===== config.mk =====
export PLATFORM = sky130hd
export DESIGN_NAME = json_string_unescape_utf8_unit
export DESIGN_NICKNAME = d
export VERILOG_FILES = /design/src/sv/jsu_pkg.sv /design/src/sv/jsu_queue.sv /design/src/sv/jsu_front.sv /design/src/sv/jsu_back.sv /design/src/sv/json_string_unescape_utf8_unit.sv
export SDC_FILE = /design/constraint.sdc
export NUM_CORES = 1
export LEC_CHECK = 0
export ABC_CLOCK_PERIOD_IN_PS = 6750
export BUFFER_PORTS_ARGS = -buffer_cell sky130_fd_sc_hd__clkbuf_2
export CAP_MARGIN = 20
export CORE_MARGIN = 1
export CORE_UTILIZATION = 33
export DETAILED_ROUTE_END_ITERATION = 10
export GPL_TIMING_DRIVEN = 0
export HOLD_SLACK_MARGIN = 0.03
export MAX_ROUTING_LAYER = met4
export SLEW_MARGIN = 30
export SYNTH_ARGS = -nofsm -noshare
export SYNTH_HDL_FRONTEND = slang
export SYNTH_SLANG_ARGS = --single-unit

===== constraint.sdc =====
create_clock -name clock -period 6.75 [get_ports clock]
set_clock_uncertainty 0.2 [all_clocks]
set_input_delay 1.35 -clock clock [delete_from_list [all_inputs] [get_ports clock]]
set_output_delay 1.35 -clock clock [all_outputs]
set_load 0.01 [all_outputs]

===== src/sv/jsu_pkg.sv =====
// ----------------------------------------------------------------------------
// jsu_pkg - shared types and constants of the json string unescaper
// Channel payloads, the front-to-back job record, parser phases and
// character codes.
// ----------------------------------------------------------------------------
package jsu_pkg;

   // input item
   typedef struct packed {
      logic [7:0] data_byte;
      logic       final_byte;
   } jsu_req_type;

   // result item
   typedef struct packed {
      logic [7:0] out_byte;
      logic [1:0] kind;
      logic       last_of_run;
   } jsu_rsp_type;

   // result kinds
   localparam logic [1:0] KIND_TEXT = 2'd0;
   localparam logic [1:0] KIND_DONE = 2'd1;
   localparam logic [1:0] KIND_ERR  = 2'd2;

   // parser phases
   typedef enum logic [3:0] {
      PH_IDLE        = 4'd0,
      PH_STR         = 4'd1,
      PH_ESC         = 4'd2,
      PH_HEX0        = 4'd3,
      PH_HEX1        = 4'd4,
      PH_HEX2        = 4'd5,
      PH_HEX3        = 4'd6,
      PH_AFTER_HI    = 4'd7,
      PH_AFTER_HI_BS = 4'd8,
      PH_LOW0        = 4'd9,
      PH_LOW1        = 4'd10,
      PH_LOW2        = 4'd11,
      PH_LOW3        = 4'd12,
      PH_DRAIN       = 4'd13
   } jsu_phase_type;

   // main part of a job
   typedef enum logic [2:0] {
      MAIN_NONE = 3'd0,
      MAIN_BYTE = 3'd1,
      MAIN_CP   = 3'd2,
      MAIN_DONE = 3'd3,
      MAIN_ERR  = 3'd4
   } jsu_main_type;

   localparam int CP_W = 21;

   // work for the back end caused by one input byte
   typedef struct packed {
      logic              flush_en;
      logic [15:0]       flush_cp;
      jsu_main_type      main_sel;
      logic [CP_W-1:0]   main_cp;
   } jsu_job_type;

   localparam int QUEUE_DEPTH = 4;
   localparam int QUEUE_AW    = $clog2(QUEUE_DEPTH);
   localparam int QUEUE_CW    = $clog2(QUEUE_DEPTH + 1);

   localparam int MAX_RUN = 6;
   localparam int RUN_CW  = 3;

   // character codes
   localparam logic [7:0] CH_NUL    = 8'h00;
   localparam logic [7:0] CH_QUOTE  = 8'h22;
   localparam logic [7:0] CH_BSLASH = 8'h5c;
   localparam logic [7:0] CH_SLASH  = 8'h2f;
   localparam logic [7:0] CH_B      = 8'h62;
   localparam logic [7:0] CH_F      = 8'h66;
   localparam logic [7:0] CH_N      = 8'h6e;
   localparam logic [7:0] CH_R      = 8'h72;
   localparam logic [7:0] CH_T      = 8'h74;
   localparam logic [7:0] CH_U      = 8'h75;
   localparam logic [7:0] CH_SPACE  = 8'h20;
   localparam logic [7:0] CH_LF     = 8'h0a;
   localparam logic [7:0] CH_CR     = 8'h0d;
   localparam logic [7:0] CH_TAB    = 8'h09;

   // surrogate ranges
   localparam logic [15:0] HI_MIN = 16'hd800;
   localparam logic [15:0] HI_MAX = 16'hdbff;
   localparam logic [15:0] LO_MIN = 16'hdc00;
   localparam logic [15:0] LO_MAX = 16'hdfff;

endpackage


===== src/sv/jsu_queue.sv =====
// ----------------------------------------------------------------------------
// jsu_queue - job queue between front and back end
// Small flop-based fifo of job records.
// ----------------------------------------------------------------------------
module jsu_queue (
   input  logic                clock,
   input  logic                reset,
   input  logic                push,
   input  jsu_pkg::jsu_job_type push_job,
   output logic                full,
   input  logic                pop,
   output jsu_pkg::jsu_job_type pop_job,
   output logic                empty
);

   jsu_pkg::jsu_job_type                   entry_ff [jsu_pkg::QUEUE_DEPTH];
   logic [jsu_pkg::QUEUE_AW-1:0]           wr_ptr_ff, wr_ptr_in;
   logic [jsu_pkg::QUEUE_AW-1:0]           rd_ptr_ff, rd_ptr_in;
   logic [jsu_pkg::QUEUE_CW-1:0]           count_ff, count_in;

   assign full    = (count_ff == jsu_pkg::QUEUE_CW'(jsu_pkg::QUEUE_DEPTH));
   assign empty   = (count_ff == '0);
   assign pop_job = entry_ff[rd_ptr_ff];

   always_comb begin
      wr_ptr_in = push ? wr_ptr_ff + 1'b1 : wr_ptr_ff;
      rd_ptr_in = pop ? rd_ptr_ff + 1'b1 : rd_ptr_ff;
      count_in  = count_ff;
      if (push && !pop) begin
         count_in = count_ff + 1'b1;
      end else if (pop && !push) begin
         count_in = count_ff - 1'b1;
      end
   end

   always_ff @(posedge clock) begin
      if (reset) begin
         wr_ptr_ff <= '0;
         rd_ptr_ff <= '0;
         count_ff  <= '0;
      end else begin
         wr_ptr_ff <= wr_ptr_in;
         rd_ptr_ff <= rd_ptr_in;
         count_ff  <= count_in;
      end
   end

   always_ff @(posedge clock) begin
      if (push) begin
         entry_ff[wr_ptr_ff] <= push_job;
      end
   end

endmodule


===== src/sv/jsu_front.sv =====
// ----------------------------------------------------------------------------
// jsu_front - byte parser
// Tracks the string phase, collects hex digits and held high surrogates,
// and turns each accepted byte into at most one job record.
// ----------------------------------------------------------------------------
module jsu_front (
   input  logic                 clock,
   input  logic                 reset,
   input  logic                 accept,
   input  jsu_pkg::jsu_req_type req,
   output logic                 job_valid,
   output jsu_pkg::jsu_job_type job
);

   jsu_pkg::jsu_phase_type phase_ff, phase_in, phase_proc;
   logic [15:0]            acc_ff, acc_in;
   logic [15:0]            hi_ff, hi_in;

   logic [7:0]             b;
   logic                   is_quote, is_bslash, is_u;
   logic                   hex_ok;
   logic [3:0]             hex_val;
   logic [15:0]            acc_next;
   logic                   acc_is_hi, acc_is_lo;
   logic [10:0]            pair_top;
   logic [7:0]             esc_byte;
   jsu_pkg::jsu_main_type  esc_sel, body_sel, proc_sel;
   logic                   proc_flush, end_hit;
   logic                   in_hex, in_low;

   assign b         = req.data_byte;
   assign is_quote  = (b == jsu_pkg::CH_QUOTE);
   assign is_bslash = (b == jsu_pkg::CH_BSLASH);
   assign is_u      = (b == jsu_pkg::CH_U);

   // hex digit
   always_comb begin
      hex_ok  = 1'b1;
      hex_val = 4'd0;
      if (b >= 8'h30 && b <= 8'h39) begin
         hex_val = 4'(b - 8'h30);
      end else if (b >= 8'h61 && b <= 8'h66) begin
         hex_val = 4'(b - 8'h57);
      end else if (b >= 8'h41 && b <= 8'h46) begin
         hex_val = 4'(b - 8'h37);
      end else begin
         hex_ok = 1'b0;
      end
   end

   assign acc_next  = {acc_ff[11:0], hex_val};
   assign acc_is_hi = (acc_next >= jsu_pkg::HI_MIN) && (acc_next <= jsu_pkg::HI_MAX);
   assign acc_is_lo = (acc_next >= jsu_pkg::LO_MIN) && (acc_next <= jsu_pkg::LO_MAX);
   // supplementary plane: 0x10000 + (hi - 0xd800) * 1024 + (lo - 0xdc00)
   assign pair_top  = {1'b0, hi_ff[9:0]} + 11'h040;

   // escape letter
   always_comb begin
      esc_byte = b;
      esc_sel  = jsu_pkg::MAIN_BYTE;
      case (b) inside
         jsu_pkg::CH_QUOTE, jsu_pkg::CH_BSLASH, jsu_pkg::CH_SLASH: esc_byte = b;
         jsu_pkg::CH_B, jsu_pkg::CH_F:                             esc_byte = jsu_pkg::CH_SPACE;
         jsu_pkg::CH_N: esc_byte = jsu_pkg::CH_LF;
         jsu_pkg::CH_R: esc_byte = jsu_pkg::CH_CR;
         jsu_pkg::CH_T: esc_byte = jsu_pkg::CH_TAB;
         jsu_pkg::CH_U: esc_sel  = jsu_pkg::MAIN_NONE;
         default:       esc_sel  = jsu_pkg::MAIN_ERR;
      endcase
   end

   // string body byte
   always_comb begin
      if (is_quote) begin
         body_sel = jsu_pkg::MAIN_DONE;
      end else if (is_bslash || b == jsu_pkg::CH_NUL) begin
         body_sel = jsu_pkg::MAIN_NONE;
      end else begin
         body_sel = jsu_pkg::MAIN_BYTE;
      end
   end

   assign in_hex = (phase_ff == jsu_pkg::PH_HEX0) || (phase_ff == jsu_pkg::PH_HEX1) ||
                   (phase_ff == jsu_pkg::PH_HEX2) || (phase_ff == jsu_pkg::PH_HEX3);
   assign in_low = (phase_ff == jsu_pkg::PH_LOW0) || (phase_ff == jsu_pkg::PH_LOW1) ||
                   (phase_ff == jsu_pkg::PH_LOW2) || (phase_ff == jsu_pkg::PH_LOW3);

   // outputs: job record
   always_comb begin
      proc_flush  = 1'b0;
      proc_sel    = jsu_pkg::MAIN_NONE;
      job.main_cp = {13'd0, b};
      unique case (phase_ff)
         jsu_pkg::PH_IDLE: begin
            if (!is_quote) proc_sel = jsu_pkg::MAIN_ERR;
         end
         jsu_pkg::PH_STR: begin
            proc_sel = body_sel;
         end
         jsu_pkg::PH_ESC: begin
            proc_sel    = esc_sel;
            job.main_cp = {13'd0, esc_byte};
         end
         jsu_pkg::PH_HEX0, jsu_pkg::PH_HEX1, jsu_pkg::PH_HEX2,
         jsu_pkg::PH_LOW0, jsu_pkg::PH_LOW1, jsu_pkg::PH_LOW2: begin
            if (!hex_ok) proc_sel = jsu_pkg::MAIN_ERR;
         end
         jsu_pkg::PH_HEX3: begin
            if (!hex_ok) begin
               proc_sel = jsu_pkg::MAIN_ERR;
            end else if (!acc_is_hi) begin
               proc_sel    = jsu_pkg::MAIN_CP;
               job.main_cp = {5'd0, acc_next};
            end
         end
         jsu_pkg::PH_AFTER_HI: begin
            if (!is_bslash) begin
               proc_flush = 1'b1;
               proc_sel   = body_sel;
            end
         end
         jsu_pkg::PH_AFTER_HI_BS: begin
            if (!is_u) begin
               proc_flush  = 1'b1;
               proc_sel    = esc_sel;
               job.main_cp = {13'd0, esc_byte};
            end
         end
         jsu_pkg::PH_LOW3: begin
            if (!hex_ok) begin
               proc_sel = jsu_pkg::MAIN_ERR;
            end else if (acc_is_lo) begin
               proc_sel    = jsu_pkg::MAIN_CP;
               job.main_cp = {pair_top, acc_next[9:0]};
            end else begin
               proc_flush = 1'b1;
               if (!acc_is_hi) begin
                  proc_sel    = jsu_pkg::MAIN_CP;
                  job.main_cp = {5'd0, acc_next};
               end
            end
         end
         jsu_pkg::PH_DRAIN: begin
         end
         default: begin
         end
      endcase

      end_hit = (proc_sel == jsu_pkg::MAIN_DONE) || (proc_sel == jsu_pkg::MAIN_ERR);

      // buffer ends inside the string: a lone error replaces everything
      if (req.final_byte && !end_hit && phase_ff != jsu_pkg::PH_DRAIN) begin
         job.flush_en = 1'b0;
         job.main_sel = jsu_pkg::MAIN_ERR;
      end else begin
         job.flush_en = proc_flush;
         job.main_sel = proc_sel;
      end
      job.flush_cp = hi_ff;
      job_valid    = accept && (job.flush_en || job.main_sel != jsu_pkg::MAIN_NONE);
   end

   // next state
   always_comb begin
      unique case (phase_ff)
         jsu_pkg::PH_IDLE: phase_proc = jsu_pkg::PH_STR;
         jsu_pkg::PH_STR:  phase_proc = is_bslash ? jsu_pkg::PH_ESC : jsu_pkg::PH_STR;
         jsu_pkg::PH_ESC:  phase_proc = is_u ? jsu_pkg::PH_HEX0 : jsu_pkg::PH_STR;
         jsu_pkg::PH_HEX0: phase_proc = jsu_pkg::PH_HEX1;
         jsu_pkg::PH_HEX1: phase_proc = jsu_pkg::PH_HEX2;
         jsu_pkg::PH_HEX2: phase_proc = jsu_pkg::PH_HEX3;
         jsu_pkg::PH_HEX3: phase_proc = acc_is_hi ? jsu_pkg::PH_AFTER_HI : jsu_pkg::PH_STR;
         jsu_pkg::PH_AFTER_HI: begin
            phase_proc = is_bslash ? jsu_pkg::PH_AFTER_HI_BS : jsu_pkg::PH_STR;
         end
         jsu_pkg::PH_AFTER_HI_BS: begin
            if (is_u) begin
               phase_proc = jsu_pkg::PH_LOW0;
            end else begin
               phase_proc = jsu_pkg::PH_STR;
            end
         end
         jsu_pkg::PH_LOW0: phase_proc = jsu_pkg::PH_LOW1;
         jsu_pkg::PH_LOW1: phase_proc = jsu_pkg::PH_LOW2;
         jsu_pkg::PH_LOW2: phase_proc = jsu_pkg::PH_LOW3;
         jsu_pkg::PH_LOW3: begin
            if (!acc_is_lo && acc_is_hi) begin
               phase_proc = jsu_pkg::PH_AFTER_HI;
            end else begin
               phase_proc = jsu_pkg::PH_STR;
            end
         end
         jsu_pkg::PH_DRAIN: phase_proc = jsu_pkg::PH_DRAIN;
         default:           phase_proc = jsu_pkg::PH_DRAIN;
      endcase

      if (!accept) begin
         phase_in = phase_ff;
      end else if (end_hit) begin
         phase_in = req.final_byte ? jsu_pkg::PH_IDLE : jsu_pkg::PH_DRAIN;
      end else if (req.final_byte) begin
         phase_in = jsu_pkg::PH_IDLE;
      end else begin
         phase_in = phase_proc;
      end
   end

   // hex digits and held high surrogate
   always_comb begin
      acc_in = acc_ff;
      hi_in  = hi_ff;
      if (accept && (in_hex || in_low)) begin
         acc_in = acc_next;
      end
      if (accept && hex_ok && acc_is_hi &&
          (phase_ff == jsu_pkg::PH_HEX3 ||
           (phase_ff == jsu_pkg::PH_LOW3 && !acc_is_lo))) begin
         hi_in = acc_next;
      end
   end

   always_ff @(posedge clock) begin
      if (reset) begin
         phase_ff <= jsu_pkg::PH_IDLE;
      end else begin
         phase_ff <= phase_in;
      end
   end

   always_ff @(posedge clock) begin
      acc_ff <= acc_in;
      hi_ff  <= hi_in;
   end

endmodule


===== src/sv/jsu_back.sv =====
// ----------------------------------------------------------------------------
// jsu_back - result emitter
// Expands one job into its run of results (utf-8 bytes, then done or
// error) and shifts them out one per transfer.
// ----------------------------------------------------------------------------
module jsu_back (
   input  logic                  clock,
   input  logic                  reset,
   input  logic                  job_empty,
   input  jsu_pkg::jsu_job_type  job,
   output logic                  job_pop,
   output logic                  rsp_valid,
   input  logic                  rsp_ready,
   output jsu_pkg::jsu_rsp_type  rsp_data
);

   typedef struct packed {
      logic [1:0] kind;
      logic [7:0] value;
   } jsu_slot_type;

   jsu_slot_type                 slot_ff [jsu_pkg::MAX_RUN];
   jsu_slot_type                 slot_in [jsu_pkg::MAX_RUN];
   jsu_slot_type                 load    [jsu_pkg::MAX_RUN];
   jsu_slot_type                 main_s  [4];
   jsu_slot_type                 flush_s [3];
   logic [jsu_pkg::RUN_CW-1:0]   count_ff, count_in, load_count, main_n;
   logic [jsu_pkg::CP_W-1:0]     cp;
   logic                         take, refill;

   assign cp = job.main_cp;

   // main part as utf-8 or a closing result
   always_comb begin
      for (int k = 0; k < 4; k++) begin
         main_s[k] = '{kind: jsu_pkg::KIND_TEXT, value: 8'h00};
      end
      main_n = '0;
      case (job.main_sel)
         jsu_pkg::MAIN_BYTE: begin
            main_s[0].value = cp[7:0];
            main_n          = 3'd1;
         end
         jsu_pkg::MAIN_CP: begin
            if (cp <= 21'h00007f) begin
               main_s[0].value = cp[7:0];
               main_n          = 3'd1;
            end else if (cp <= 21'h0007ff) begin
               main_s[0].value = 8'hc0 | {3'd0, cp[10:6]};
               main_s[1].value = 8'h80 | {2'd0, cp[5:0]};
               main_n          = 3'd2;
            end else if (cp <= 21'h00ffff) begin
               main_s[0].value = 8'he0 | {4'd0, cp[15:12]};
               main_s[1].value = 8'h80 | {2'd0, cp[11:6]};
               main_s[2].value = 8'h80 | {2'd0, cp[5:0]};
               main_n          = 3'd3;
            end else begin
               main_s[0].value = 8'hf0 | {5'd0, cp[20:18]};
               main_s[1].value = 8'h80 | {2'd0, cp[17:12]};
               main_s[2].value = 8'h80 | {2'd0, cp[11:6]};
               main_s[3].value = 8'h80 | {2'd0, cp[5:0]};
               main_n          = 3'd4;
            end
         end
         jsu_pkg::MAIN_DONE: begin
            main_s[0].kind = jsu_pkg::KIND_DONE;
            main_n         = 3'd1;
         end
         jsu_pkg::MAIN_ERR: begin
            main_s[0].kind = jsu_pkg::KIND_ERR;
            main_n         = 3'd1;
         end
         default: main_n = '0;
      endcase
   end

   // a held high surrogate always takes three bytes
   always_comb begin
      flush_s[0] = '{kind: jsu_pkg::KIND_TEXT, value: 8'he0 | {4'd0, job.flush_cp[15:12]}};
      flush_s[1] = '{kind: jsu_pkg::KIND_TEXT, value: 8'h80 | {2'd0, job.flush_cp[11:6]}};
      flush_s[2] = '{kind: jsu_pkg::KIND_TEXT, value: 8'h80 | {2'd0, job.flush_cp[5:0]}};
   end

   always_comb begin
      if (job.flush_en) begin
         load[0]    = flush_s[0];
         load[1]    = flush_s[1];
         load[2]    = flush_s[2];
         load[3]    = main_s[0];
         load[4]    = main_s[1];
         load[5]    = main_s[2];
         load_count = main_n + 3'd3;
      end else begin
         load[0]    = main_s[0];
         load[1]    = main_s[1];
         load[2]    = main_s[2];
         load[3]    = main_s[3];
         load[4]    = main_s[3];
         load[5]    = main_s[3];
         load_count = main_n;
      end
   end

   assign rsp_valid            = (count_ff != '0);
   assign take                 = rsp_valid && rsp_ready;
   assign refill               = (count_ff == '0) || (count_ff == 3'd1 && rsp_ready);
   assign job_pop              = refill && !job_empty;
   assign rsp_data.out_byte    = slot_ff[0].value;
   assign rsp_data.kind        = slot_ff[0].kind;
   assign rsp_data.last_of_run = (count_ff == 3'd1);

   always_comb begin
      for (int k = 0; k < jsu_pkg::MAX_RUN; k++) begin
         slot_in[k] = slot_ff[k];
      end
      count_in = count_ff;
      if (job_pop) begin
         for (int k = 0; k < jsu_pkg::MAX_RUN; k++) begin
            slot_in[k] = load[k];
         end
         count_in = load_count;
      end else if (take) begin
         for (int k = 0; k < jsu_pkg::MAX_RUN - 1; k++) begin
            slot_in[k] = slot_ff[k + 1];
         end
         count_in = count_ff - 1'b1;
      end
   end

   always_ff @(posedge clock) begin
      if (reset) begin
         count_ff <= '0;
      end else begin
         count_ff <= count_in;
      end
   end

   always_ff @(posedge clock) begin
      for (int k = 0; k < jsu_pkg::MAX_RUN; k++) begin
         slot_ff[k] <= slot_in[k];
      end
   end

endmodule


===== src/sv/json_string_unescape_utf8_unit.sv =====
// ----------------------------------------------------------------------------
// json_string_unescape_utf8_unit - json string body to utf-8 decoder
// Parses a quoted json string one byte per transfer and emits the decoded
// utf-8 bytes, then a done or error result.
// ----------------------------------------------------------------------------
//
//  channel  dir  handshake            payload
//  req      in   req_valid/req_ready  jsu_req_type {data_byte, final_byte}
//  rsp      out  rsp_valid/rsp_ready  jsu_rsp_type {out_byte, kind, last_of_run}
//
//  one input byte per cycle while the job queue has room; its results
//  leave one per cycle while rsp_ready is high, 0 to 6 of them; the job
//  of a byte is written into the queue, then loaded into the output run.
//  reset is synchronous; it empties the queue and the output run and
//  returns the parser to waiting for an opening quote.
//  a stalled rsp side fills the 4-entry queue, after which req_ready drops.
//
module json_string_unescape_utf8_unit (
   input  logic                 clock,
   input  logic                 reset,
   input  logic                 req_valid,
   output logic                 req_ready,
   input  jsu_pkg::jsu_req_type req_data,
   output logic                 rsp_valid,
   input  logic                 rsp_ready,
   output jsu_pkg::jsu_rsp_type rsp_data
);

   logic                 req_take;
   logic                 job_push, job_pop;
   logic                 queue_full, queue_empty;
   jsu_pkg::jsu_job_type front_job, back_job;

   // the front only stalls on a full queue, never on the output side
   assign req_ready = !queue_full;
   assign req_take  = req_valid && req_ready;

   // parser: phase, hex digits, held surrogate
   jsu_front u_front (
      .clock     (clock),
      .reset     (reset),
      .accept    (req_take),
      .req       (req_data),
      .job_valid (job_push),
      .job       (front_job)
   );

   // decouples parsing from the multi-byte output runs
   jsu_queue u_queue (
      .clock    (clock),
      .reset    (reset),
      .push     (job_push),
      .push_job (front_job),
      .full     (queue_full),
      .pop      (job_pop),
      .pop_job  (back_job),
      .empty    (queue_empty)
   );

   // utf-8 encoding and output register
   jsu_back u_back (
      .clock     (clock),
      .reset     (reset),
      .job_empty (queue_empty),
      .job       (back_job),
      .job_pop   (job_pop),
      .rsp_valid (rsp_valid),
      .rsp_ready (rsp_ready),
      .rsp_data  (rsp_data)
   );

   // no job is written into a full queue
   assert property (@(posedge clock) disable iff (reset) job_push |-> !queue_full)
      else $error("job pushed into full queue");

   // done and error always close a run
   assert property (@(posedge clock) disable iff (reset)
      rsp_valid && rsp_data.kind != jsu_pkg::KIND_TEXT |-> rsp_data.last_of_run)
      else $error("closing result not last of run");

   // the result kind is always one of the defined codes
   assert property (@(posedge clock) disable iff (reset)
      rsp_valid |-> (rsp_data.kind == jsu_pkg::KIND_TEXT ||
                     rsp_data.kind == jsu_pkg::KIND_DONE ||
                     rsp_data.kind == jsu_pkg::KIND_ERR))
      else $error("unused result kind");

   // last transfer of a run with nothing queued leaves the output empty
   assert property (@(posedge clock) disable iff (reset)
      rsp_valid && rsp_ready && rsp_data.last_of_run && queue_empty |=> !rsp_valid)
      else $error("result appeared without a job");

endmodule

== Word level (Yosys, flattened, before mapping) ==
Memories as Yosys holds them, arrays and structs flattened. A register that Yosys moved wholly into a read port is not among the register bits.
Cells that the tools add are included.

* Register bits: 42
* Memory bits (writable): 224
* Input bits: 13
* Output and inout bits: 13
* Logic and storage cells: 197
* Memories kept: 2

* Add/subtract/negate cells: 10
* Magnitude comparators: 13
* Equality and inequality tests: 30
* Multiplexer cells: 85
* Reduce and logical (&&, ||, !) cells: 50

{| class="wikitable"
|+ Memory list
! name !! depth !! bits a word !! rd ports !! clocked after Yosys merged registers in !! write ports !! line !! RTL
|-
| u_queue.entry_ff || 4 || 41 || 1 || 1 || 1 || jsu_queue.sv:16 || <nowiki>jsu_pkg::jsu_job_type entry_ff [jsu_pkg::QUEUE_DEPTH];</nowiki>
|-
| u_back.slot_ff || 6 || 10 || 6 || 0 || 6 || jsu_back.sv:22 || <nowiki>jsu_slot_type slot_ff [jsu_pkg::MAX_RUN];</nowiki>
|}

{| class="wikitable"
|+ Operators with widths
! cell !! number
|-
| 2-to-1 mux 8 bit || 18
|-
| 2-to-1 mux 50 bit || 2
|-
| one-hot mux 21 bit (4 select lines) || 1
|-
| 2-to-1 mux 3 bit || 25
|-
| 2-to-1 mux 60 bit || 1
|-
| equality test 8 x 7 -> 1 bit (second input constant) || 7
|-
| one-hot mux 4 bit (13 select lines) || 1
|-
| 2-to-1 mux 21 bit || 2
|-
| >= comparator 16 bit (second input constant) || 2
|-
| less-or-equal comparator 16 bit (second input constant) || 2
|-
| 2-to-1 mux 16 bit || 2
|-
| 2-to-1 mux 4 bit || 8
|-
| one-hot mux 3 bit (8 select lines) || 1
|-
| less-or-equal comparator 21 x 11 -> 1 bit (second input constant) || 1
|-
| less-or-equal comparator 21 x 16 -> 1 bit (second input constant) || 1
|-
| less-or-equal comparator 21 x 7 -> 1 bit (second input constant) || 1
|-
| equality test 4 bit (second input constant) || 5
|-
| logical AND 1 bit || 20
|-
| equality test 4 x 3 -> 1 bit (second input constant) || 4
|-
| equality test 8 x 6 -> 1 bit (second input constant) || 2
|-
| >= comparator 8 x 7 -> 1 bit (second input constant) || 2
|-
| less-or-equal comparator 8 x 7 -> 1 bit (second input constant) || 2
|-
| one-hot mux 8 bit (2 select lines) || 1
|-
| logical OR 1 bit || 12
|-
| 32 further kinds || 65
|}

== Logic depth before layout (Yosys ltp) ==
Gate-level depths: netlist (run 1).

* Depth in word-level cells: 24
* Gate-level depth with buffers: 15
* Mapped depth without buffers: 14

== Hierarchy ==
From an unflattened synthesis (run 1), not the netlist that was laid out.

* Cells, all modules: 830
* Area, all modules: 12014.0 µm²

{| class="wikitable"
|+ Modules (own cells, without submodules)
! module !! instances !! cells an instance !! area each (µm²) !! sequential area each (µm²)
|-
| jsu_queue || 1 || 259 || 6396.1 || 5104.9
|-
| jsu_back || 1 || 315 || 3266.9 || 1621.6
|-
| jsu_front || 1 || 254 || 2341.0 || 920.9
|-
| json_string_unescape_utf8_unit || 1 || 2 || 10.0 || 0.0
|}

== Least setup slack after synthesis (run 1) ==
No wires, ideal clock.

* Kind: input to register
* From: in req_data[1] in the netlist's numbering
* To: mem u_queue.entry_ff[0][0] in the netlist's numbering (enable)
* Setup time: 402 ps
* Data arrival time: 4317 ps
* Path slack: 1831 ps
* Stages on the path: 9
* Buffers on the path: 0
* Cell sequence: inv_1 > ha_1 > o21bai_1 > a2111oi_2 > a311oi_4 > a211oi_1 > nor3_2 > a31oi_4 > and2_1

* Word-level cells in the longest chain between the ends: 22

{| class="wikitable"
|+ RTL lines
! what !! line !! RTL
|-
| from (decl) || json_string_unescape_utf8_unit.sv:23 || <nowiki>input jsu_pkg::jsu_req_type req_data,</nowiki>
|-
| >= comparator 8 x 7 -> 1 bit or less-or-equal comparator 8 x 7 -> 1 bit (tied branches) || jsu_front.sv:44 || <nowiki>end else if (b >= 8'h41 && b <= 8'h46) begin</nowiki>
|-
| logical AND 1 bit || jsu_front.sv:44 ||
|-
| 2-to-1 mux 4 bit || jsu_front.sv:44 ||
|-
| 2-to-1 mux 4 bit || jsu_front.sv:42 || <nowiki>end else if (b >= 8'h61 && b <= 8'h66) begin</nowiki>
|-
| 2-to-1 mux 4 bit || jsu_front.sv:40 || <nowiki>if (b >= 8'h30 && b <= 8'h39) begin</nowiki>
|-
| >= comparator 16 bit or less-or-equal comparator 16 bit (tied branches) || jsu_front.sv:52 || <nowiki>assign acc_is_hi = (acc_next >= jsu_pkg::HI_MIN) && (acc_next <= jsu_pkg::HI_MAX);</nowiki>
|-
| logical AND 1 bit || jsu_front.sv:52 ||
|-
| 2-to-1 mux 2 bit || jsu_front.sv:111, jsu_front.sv:137 ||
|-
| (+6 left out) || n/a ||
|-
| logical AND 1 bit (2 in series) || jsu_front.sv:152 || <nowiki>if (req.final_byte && !end_hit && phase_ff != jsu_pkg::PH_DRAIN) begin</nowiki>
|-
| 2-to-1 mux 3 bit || jsu_front.sv:152 ||
|-
| nonzero test 3 bit || jsu_front.sv:160 || <nowiki>job_valid = accept && (job.flush_en || job.main_sel != jsu_pkg::MAIN_NONE);</nowiki>
|-
| logical OR 1 bit * || jsu_front.sv:160 ||
|-
| logical AND 1 bit * || jsu_front.sv:160 ||
|-
| via job_push || json_string_unescape_utf8_unit.sv:30 || <nowiki>logic job_push, job_pop;</nowiki>
|-
| 2-to-1 mux 1 bit * || jsu_queue.sv:49 || <nowiki>if (push) begin</nowiki>
|-
| 2-to-1 mux 1 bit (implied by the code) * || jsu_queue.sv:50 || <nowiki>entry_ff[wr_ptr_ff] <= push_job;</nowiki>
|-
| to (decl) || jsu_queue.sv:16 ||
|}

The timed path passes the listed nets; every way through them passes the cells marked *.

== Worst setup path after layout (run 1) ==
* From: in req_data[1] in the netlist's numbering
* To: reg u_queue.count_ff[2] in the netlist's numbering

* Word-level cells in the longest chain between the ends: 23

{| class="wikitable"
|+ RTL lines
! what !! line !! RTL
|-
| >= comparator 8 x 7 -> 1 bit or less-or-equal comparator 8 x 7 -> 1 bit (tied branches) || jsu_front.sv:44 ||
|-
| logical AND 1 bit || jsu_front.sv:44 ||
|-
| 2-to-1 mux 4 bit || jsu_front.sv:44 ||
|-
| 2-to-1 mux 4 bit || jsu_front.sv:42 ||
|-
| 2-to-1 mux 4 bit || jsu_front.sv:40 ||
|-
| >= comparator 16 bit or less-or-equal comparator 16 bit (tied branches) || jsu_front.sv:52 ||
|-
| logical AND 1 bit || jsu_front.sv:52 ||
|-
| 2-to-1 mux 2 bit || jsu_front.sv:111, jsu_front.sv:137 ||
|-
| (+8 left out) || n/a ||
|-
| 2-to-1 mux 3 bit || jsu_front.sv:152 ||
|-
| nonzero test 3 bit || jsu_front.sv:160 ||
|-
| logical OR 1 bit * || jsu_front.sv:160 ||
|-
| logical AND 1 bit * || jsu_front.sv:160 ||
|-
| via job_push || json_string_unescape_utf8_unit.sv:30 ||
|-
| logical NOT 1 bit || jsu_queue.sv:31 || <nowiki>end else if (pop && !push) begin</nowiki>
|-
| logical AND 1 bit || jsu_queue.sv:31 ||
|-
| nonzero test 2 bit (no line) || n/a ||
|-
| to (signal assigned) || jsu_queue.sv:44 || <nowiki>count_ff <= count_in;</nowiki>
|-
| to (decl) || jsu_queue.sv:19 || <nowiki>logic [jsu_pkg::QUEUE_CW-1:0] count_ff, count_in;</nowiki>
|}

Marked as above.
A chain may end at the register's enable or synchronous reset.

==> results.cfg, run 1 <==
[setup_path]
worstPathRequired_ns = 7.02
max_stage_delay_ns = 0.51
path_cells = clkbuf_2, inv_1, ha_1, nand2b_1, or4_4, a311oi_4, nand2b_1, and3_1, buf_6, a31oi_4, ha_1, inv_1, fa_1, xor2_1, or3_1, a21oi_1
cp_slowest_cell = or4_4
worstSetupEndpointType = flip-flop
worstPathMaxFanout = 7
rrSetupSlack_ns = 2.78
worst_ep_arrival_time_ns = 5.08
r2r_end = u_queue.count_ff[2]
regToRegStartpoint = u_front.phase_ff[1]
worstSetupStartpointType = primary input
reg2regPathDepth = 14
criticalPathCategory = primary input to flip-flop

[synthesis]
synth-async-reset-ratio = 0
synth_xor_area_frac = 0.0118
synthCells = 833
syn_area_sq_mm = 0.0118
synthSimpleGateAreaFrac = 0.107
synth_area_per_cell_sq_um = 14.2
synthAdderAreaFrac = 0.0165
synth-main-ff-cell = edfxtp_1
synth_edf_count = 240
syn_nets = 861
yosys_warnings = 0
seq_area_frac_synth = 0.646
ys_seq_elements = 262
synth_top_family_by_area = simple AND/OR/NAND/NOR gates
synth_compound_area_frac = 0.106
yosys.cell_types.count = 76
synth_mux_area_frac = 0.0875

[placed_design]
portBuffers = 20
place_inst = 1321
gp_congestion = 0.904
place_hpwl_mm = 19.3
dp_slack_ns = 1.38

[sta]
finalHoldViolations = 0
fin_crit_sh = 0.713
max_slew.worst_pin.slew_ns = 0.834
rsz0062_at_grt = no
fmax_ghz = 0.208
relSlewSlack = 0.439
setup_tns_ns = 0
setup_violations = 0
post-route-worst-setup-slack_ns = 1.94
fin_crit_ns = 4.81
final-max-slew-violation-count = 0

[clock_network]
cts_sinks = 262
cts_buffers = 28
cts_tree = done
ctsLongestPathBuffers = 3
root_buffer = clkbuf_16
cts_resized = 0
htreeDepth = 1
clk_latency_ns = 0.54
path_clk_slew_ns = 0.06
cts_hold_buf = 0
cts_setup_buffers = 0

[pwr]
p_clk_frac = 0.289
p_sw_frac = 0.318
p_per_area_mw_per_mm2 = 404
design_power_total_uw = 5510
p_comb_frac = 0.302
ir_worst_vdd_v = 0.000322
seqPwrFrac = 0.410
p_int_uw = 3760
p_sw_uw = 1750
p_leak_uw = 0.00445

[final_layout]
layout_commonest_cell = edfxtp_1
mostFrequentLayoutCells = 240 x edfxtp_1, 81 x nand2_1, 59 x nor2_1
fill_cells = 3375
final_layout_size_suffix_gt1_frac = 0.174
instances_no_fill = 1369
finalNetCount = 918
num_antenna_cells = 0
area_growth_pct = 15.1

[routing]
routed_wl_mm = 27.3
drtAntennaViolNets = 0
drtPass1Iterations = 5
routedWlPerCell_um = 19.9
viasPerCell = 5.29
drtIter0Drc = 650
vias = 7248
drc = 0

[die]
start_util = 0.335
io_pins = 26
dieArea_sq_mm = 0.0366
chipWidth_um = 191
fp-row-count = 69
die_y_um = 191
core_sq_mm = 0.0354

[run]
cap_violations = 0

[hold_path]
hp-class = flip-flop to flip-flop
whs_endpoint = u_back.slot_ff[1][8]
min_delay_path_depth = 2
hold_path_startpoint = u_back.slot_ff[2][8]

[global_route]
grt_pass1_vias = 7335
grt_usage = 0.157
grt_max_degree = 42
grt_overflow = 0
grt_pass1_wl_mm = 42.6
antenna_found_initial = 0

[status]
status = finished clean
==> stage by stage <==
stage,cell area (sq um),hold WS [ns],util
global placement,12500,0.244,0.354
detailed placement,12700,0.247,0.358
global route,13600,0.281,0.385
finish,13600,0.257,0.385
CTS,13600,0.256,0.385
floorplan,11800,0.232,-
==> final cells by class <==
cell class	instances	area, sq um	area share
plain buffers	45	246	0.0181
clock inverters	14	229	0.0168
inverters	15	56.3	0.00413
flip-flops and latches	262	7650	0.561
multi-input cells	511	3920	0.288
clock buffers	34	723	0.0530
well taps	461	577	0.0423
repair buffers	27	230	0.0169
==> per-layer routing <==
metal,wire [um],share of wire,track usage
met5,0,0,-
met4,697,0.026,0.0449
met2,13000,0.48,0.249
met3,1500,0.055,0.0222
met1,12100,0.44,0.210
==> sequential cells by signal, indices dropped and copies added, names as in the netlist, named ones only <==
name and flops:
u_front.phase_ff 4, u_queue.wr_ptr_ff 2, u_front.acc_ff 12, u_queue.rd_ptr_ff 2, u_queue.entry_ff 164, u_front.hi_ff 16
u_back.count_ff 3, u_queue.count_ff 3, u_back.slot_ff 54
==> Yosys cell counts (13+ instances only) <==
| cell type | count | share of area |
|---|---|---|
| a21oi_1 | 47 | 0.020 |
| a22oi_1 | 23 | 0.015 |
| clkbuf_1 | 25 | 0.0079 |
| dfxtp_1 | 22 | 0.037 |
| edfxtp_1 | 240 | 0.61 |
| ha_1 | 14 | 0.015 |
| inv_1 | 14 | 0.0044 |
| mux4_2 | 40 | 0.076 |
| nand2_1 | 82 | 0.026 |
| nand2b_1 | 13 | 0.0069 |
| nand3_1 | 14 | 0.0059 |
| nor2_1 | 60 | 0.019 |
| o21ai_0 | 34 | 0.014 |
==> cells by family (layout without fill, tap and decap cells) <==
logic type | after synthesis | in the layout
DFF | 262 | 262
buffers and inverters | 60 | 135
xor gates and xnor gates | 16 | 16
muxes | 53 | 53
and+or+nand+nor | 247 | 247
adders and majority gates | 15 | 15
AOI/OAI and AO/OA | 180 | 180
==> power groups by stage <==
stage                     Clock (uW)  Sequential, uW  Combinational (uW)
final                           1590            2260                1660
after global routing            1680            2290                1830
after CTS                       1620            2260                1680
after detailed placement           0            2290                1680
after global placement             0            2300                1610
after floorplan                    0            2280                1140
==> worst max-delay path by stage <==
| stage | from | end | slack, ns | cells after the start |
|---|---|---|---|---|
| after CTS | req_data[1] | u_queue.count_ff[2] | 1.93 | 16 |
| final | req_data[1] | u_queue.count_ff[2] | 1.94 | 16 |
| after detailed placement | req_data[2] | u_queue.count_ff[2] | 1.38 | 16 |
| after global placement | req_data[2] | u_queue.entry_ff[0][39] | 0.41 | 10 |
| after global routing | req_data[1] | u_queue.count_ff[2] | 1.64 | 16 |
| after floorplan | req_data[1] | u_queue.entry_ff[0][0] | 1.83 | 9 |
==> worst max-delay path, delay by kind of cell <==
family          cells  cell delay [ns]
simple gates        5             1.28
buf+inv             4             0.48
xor+xnor            1             0.17
fa+ha+maj           3             0.97
compound gates      3             0.82
No activity file was read; power rests on OpenSTA's default activity.
==> run 2: changes to the inputs <==
ABC_AREA = 1   (was default)
ABC_CLOCK_PERIOD_IN_PS = 4640   (was 6750)
clock period = 4.64 ns   (was 6.75 ns; I/O delays follow)
==> run 2 against run 1 <==
Cell area rose by 4.2%. Global-route usage rose by 0.82 points. Critical path depth rose by 6. Cell count rose by 28%. Sequential share of layout area fell by 2.2 points. Worst setup slack got worse by 1.4 ns. Register-to-register slack got worse by 1.9 ns. Non-clock buffer count rose by 4. First-iteration DRC count fell by 9.7%. Core utilization rose by 0.18 points. Sequential power rose by 46%. Largest power group unchanged.
==> results.cfg, run 2 <==
[placed_design]
dp_slack_ns = -0.0111
place_area_sq_mm = 0.0133
place_hpwl_mm = 22.4
gp_congestion = 0.867
portBuffers = 23

[synthesis]
syn_nets = 1235
synth_top_family_by_area = simple AND/OR/NAND/NOR gates
synth-main-ff-cell = edfxtp_1
synth_area_per_cell_sq_um = 10.2
syn_area_sq_mm = 0.0123
synth_top_cell_by_area = edfxtp_1
synth_compound_area_frac = 0.104
ys_top_cells_by_area = edfxtp_1 58%, nand2_1 8.6%, nand3_1 4.1%
yosysTopAreaCellShare = 0.584
synthCells = 1207
synth_edf_count = 240
synth_xor_area_frac = 0.00497
ys_seq_elements = 262
seq_area_frac_synth = 0.620
yosys_warnings = 0
synth_mux_area_frac = 0
synth-async-reset-ratio = 0
synth_most_common_cell = nand2_1
synthTopCellsByCount = 282 x nand2_1, 240 x edfxtp_1, 117 x nor2_1
synthAdderAreaFrac = 0.0158
synthSimpleGateAreaFrac = 0.201
yosys.cell_types.count = 46

[die]
core_sq_mm = 0.0367
start_util = 0.336
chipWidth_um = 195
fp-row-count = 70
die_y_um = 195
dieArea_sq_mm = 0.0382
io_pins = 26

[global_route]
antenna_found_initial = 0
grt_usage = 0.165
grt_pass1_wl_mm = 47.5
grt_overflow = 0
grt_max_degree = 31
grt_pass1_vias = 8372

[pwr]
design_power_total_uw = 8380
ir_worst_vdd_v = 0.000268
p_leak_uw = 0.00545
p_per_area_mw_per_mm2 = 590

[status]
status = finished clean

[routing]
dr.max_layer_used = met4
met2WireLength_mm = 14.9
wl_met3_mm = 1.55
drtPass1Iterations = 6
routed_wl_mm = 30.4
viasPerCell = 5.01
drtAntennaViolNets = 0
vias = 8793
drtIter0Drc = 587
drc = 0
met1_length_mm = 13.4
routedWlPerCell_um = 17.3

[sta]
setup_violations = 0
rsz0062_at_grt = no
fin_crit_ns = 4.11
relSlewSlack = 0.506
fmax_ghz = 0.243
hold_slack_ns = 0.249
finalHoldViolations = 0
setup_tns_ns = 0
final-max-slew-violation-count = 0
post-route-worst-setup-slack_ns = 0.533
max_slew.worst_pin.slew_ns = 0.741
fin_crit_sh = 0.885

[clock_network]
cts_hold_buf = 0
cts_setup_buffers = 0
cts_resized = 0
path_clk_slew_ns = 0.06
cts_sinks = 262
clk_latency_ns = 0.54
cts_buffers = 27
root_buffer = clkbuf_16
ctsLongestPathBuffers = 3
cts_tree = done
htreeDepth = 1

[final_layout]
regMostFlops = u_queue.entry_ff
fill_cells = 3580
mostFrequentLayoutCells = 282 x nand2_1, 240 x edfxtp_1, 113 x nor2_1
largest_reg_flops = 164
final_layout_size_suffix_gt1_frac = 0.134
layout_commonest_cell = nand2_1
design_area_sq_mm = 0.0142
layout.area.seq_sq_mm = 0.00765
multi_input_area_sq_mm = 0.00405
finalNetCount = 1297
num_antenna_cells = 0
reg.largest.list = u_queue.entry_ff x164, u_back.slot_ff x54, u_front.hi_ff x16
area_growth_pct = 15.1

[setup_path]
worstPathRequired_ns = 4.85
worstPathMaxFanout = 9
worstSetupStartpointType = primary input
worst_ep_arrival_time_ns = 4.32
worstSetupEndpointType = flip-flop
criticalPathCategory = primary input to flip-flop

[hold_path]
hp-class = flip-flop to flip-flop

[run]
cap_violations = 0
==> run 2: through the flow <==
stage,utilization,instances
global placement,0.355,1698
floorplan,-,1207
finish,0.387,1756
global route,0.387,1756
CTS,0.387,1756
detailed placement,0.363,1708
==> run 2: cell type report <==
type	count	share of cell area
plain buffers	43	0.0196
inverters	105	0.0279
multi-input cells	797	0.285
repair buffers	33	0.0256
clock buffers	30	0.0484
flip-flops and latches	262	0.539
well taps	468	0.0412
clock inverters	18	0.0134
==> run 2: where the power goes <==
group	total [uW]	switching (uW)	internal (uW)
registers	3310	145	3170
clock network	2150	864	1280
logic	2920	2040	881
total	8380	3050	5330
==> run 2: layer usage <==
| metal | vias up | GRT usage |
|---|---|---|
| li1 | 4327 | - |
| met1 | 4193 | 0.215 |
| met2 | 229 | 0.275 |
| met3 | 44 | 0.0200 |
| met4 | 0 | 0.0362 |
| met5 | - | - |
==> run 2: worst max-delay path: stages <==
cell and delay, ns:
clkbuf_2 0.14, inv_1 0.22, ha_1 0.24, inv_1 0.10, nand3_1 0.11, nand3_2 0.13
inv_2 0.09, nor2_1 0.07, nand2_2 0.21, nand3_1 0.19, nand3_1 0.12, nor2_1 0.06
nand2_2 0.15, nand2_1 0.28, inv_1 0.14, ha_1 0.15, inv_1 0.07, fa_1 0.43
a21oi_1 0.14, o21ai_0 0.12, o21ai_0 0.17, a21oi_1 0.05
==> run 2: worst paths after layout <==
path                           to            startpoint  cells after the start  slack, ns
max           u_queue.count_ff[2]           req_data[1]                     22       0.53
min          u_back.slot_ff[2][9]  u_back.slot_ff[3][9]                      2       0.25
max reg2reg   u_queue.count_ff[2]   u_front.phase_ff[0]                     18       0.92
min reg2reg  u_back.slot_ff[2][9]  u_back.slot_ff[3][9]                      2       0.25
==> run 2: kinds of logic (layout without fill, tap and decap cells) <==
kind of cell,count (synthesis),count (layout)
and+or+nand+nor,558,558
DFF,262,262
AOI/OAI and AO/OA,217,217
buffers and inverters,148,229
adders and majority gates,15,15
xor gates and xnor gates,7,7
==> run 3: changes to the inputs <==
REMOVE_ABC_BUFFERS = 1   (was default)
==> run 3 against run 2 <==
Non-clock buffer count decreased by 36. Sequential power increased by 2%. Largest power group unchanged. Fmax decreased by 1.9%. Combinational power decreased by 3%. Die area unchanged. Count of clock-buffer cells in the layout increased by 1. Worst hold slack improved by 0.0023 ns. Register-to-register slack got worse by 0.29 ns.
==> results.cfg, run 3 (same netlist as run 2, synthesis figures left out) <==
[routing]
routedWlPerCell_um = 17.3
drtIter0Drc = 850
routed_wl_mm = 29.8
vias = 8756
drc = 0
drtPass1Iterations = 7
dr.max_layer_used = met4
met2WireLength_mm = 14.0
wl_met3_mm = 1.36
viasPerCell = 5.08
drtAntennaViolNets = 0
met1_length_mm = 13.8

[die]
io_pins = 26
core_sq_mm = 0.0367
start_util = 0.336
fp-row-count = 70
die_y_um = 195
dieArea_sq_mm = 0.0382
chipWidth_um = 195

[sta]
relSlewSlack = 0.391
setup_violations = 0
fmax_ghz = 0.239
hold_slack_ns = 0.251
fin_crit_ns = 4.19
final-max-slew-violation-count = 0
setup_tns_ns = 0
max_slew.worst_pin.slew_ns = 0.912
fin_crit_sh = 0.902
rsz0062_at_grt = no
finalHoldViolations = 0

[pwr]
p_per_area_mw_per_mm2 = 597
ir_worst_vdd_v = 0.000326
p_leak_uw = 0.00538

[final_layout]
design_area_sq_mm = 0.0141
largest_reg_flops = 164
regMostFlops = u_queue.entry_ff
final_layout_size_suffix_gt1_frac = 0.127
fill_cells = 3545
num_antenna_cells = 0
multi_input_area_sq_mm = 0.00407
mostFrequentLayoutCells = 282 x nand2_1, 240 x edfxtp_1, 111 x nor2_1
layout.area.seq_sq_mm = 0.00765
finalNetCount = 1262
reg.largest.list = u_queue.entry_ff x164, u_back.slot_ff x54, u_front.hi_ff x16
layout_commonest_cell = nand2_1
area_growth_pct = 14.5

[status]
status = finished clean

[clock_network]
cts_buffers = 28
htreeDepth = 1
ctsLongestPathBuffers = 3
root_buffer = clkbuf_16
path_clk_slew_ns = 0.06
cts_tree = done
cts_hold_buf = 0
cts_sinks = 262
cts_resized = 0
cts_setup_buffers = 0
clk_latency_ns = 0.55

[global_route]
grt_max_degree = 83
grt_usage = 0.163
antenna_found_initial = 0
grt_overflow = 0
grt_pass1_vias = 8484
grt_pass1_wl_mm = 47.7

[setup_path]
worst_ep_arrival_time_ns = 4.40
worstSetupStartpointType = primary input
worstSetupEndpointType = flip-flop
worstPathRequired_ns = 4.86
criticalPathCategory = primary input to flip-flop
worstPathMaxFanout = 18

[placed_design]
place_hpwl_mm = 20.3
gp_congestion = 0.901
portBuffers = 25
place_area_sq_mm = 0.0132

[hold_path]
hp-class = flip-flop to flip-flop

[run]
cap_violations = 0
==> run 3: cell count changes in the layout (fill, tap and decap cells not counted), sizes merged <==
cell	before	now
buf	43	15
clkinv	14	15
clkbuf	63	56
inv	104	105
==> run 3: critical path, cell delays in order <==
cell and delay, ns:
clkbuf_2 0.14, inv_1 0.22, ha_1 0.24, inv_1 0.10
nand3_1 0.10, nand3_2 0.14, inv_2 0.09, nor2_1 0.07
nand2_2 0.33, nand3_1 0.23, nand3_1 0.12, nor2_1 0.06
nand2_2 0.11, nand2_1 0.25, inv_1 0.13, ha_1 0.15
inv_1 0.08, fa_1 0.43, a21oi_1 0.14, o21ai_0 0.12
o21ai_0 0.15, a21oi_1 0.05
==> run 3: final cells by class <==
class	instances	share of cell area
Clock buffer	31	0.0504
Inverter	105	0.0283
Timing Repair Buffer	40	0.0347
Sequential cell	262	0.542
Multi-Input combinational cell	797	0.288
Clock inverter	20	0.0158
Tap cell	468	0.0414
==> run 3: final timing paths <==
| kind | slack, ns | end | cells past startpoint | start |
|---|---|---|---|---|
| setup reg to reg | 0.63 | u_back.slot_ff[0][5] | 10 | flip-flop |
| setup / recovery | 0.45 | u_queue.count_ff[2] | 22 | req_data[1] |
| hold reg to reg | 0.25 | u_back.slot_ff[2][9] | 2 | u_back.slot_ff[3][9] |
| hold / removal | 0.25 | u_back.slot_ff[2][9] | 2 | u_back.slot_ff[3][9] |
==> run 3: per-stage QoR <==
step | total power (uW) | util | worst slack, ns | std cells
floorplan | 5160 | - | -0.0623 | 1164
global placement | 6040 | 0.348 | -2.68 | 1657
detailed placement | 6240 | 0.359 | -0.115 | 1672
CTS | 8490 | 0.385 | 0.194 | 1723
global route | 8920 | 0.385 | 0.0366 | 1723
finish | 8430 | 0.385 | 0.455 | 1723
==> run 3: layer usage <==
layer / vias up / global-route usage
li1: 4260 / -
met4: 0 / 0.0437
met3: 42 / 0.0154
met5: - / -
met2: 218 / 0.263
met1: 4236 / 0.220
==> run 3: power by group <==
| part | total [uW] | internal, uW | switching (uW) |
|---|---|---|---|
| registers | 3360 | 3170 | 189 |
| logic | 2820 | 823 | 1990 |
| clock network | 2250 | 1340 | 920 |
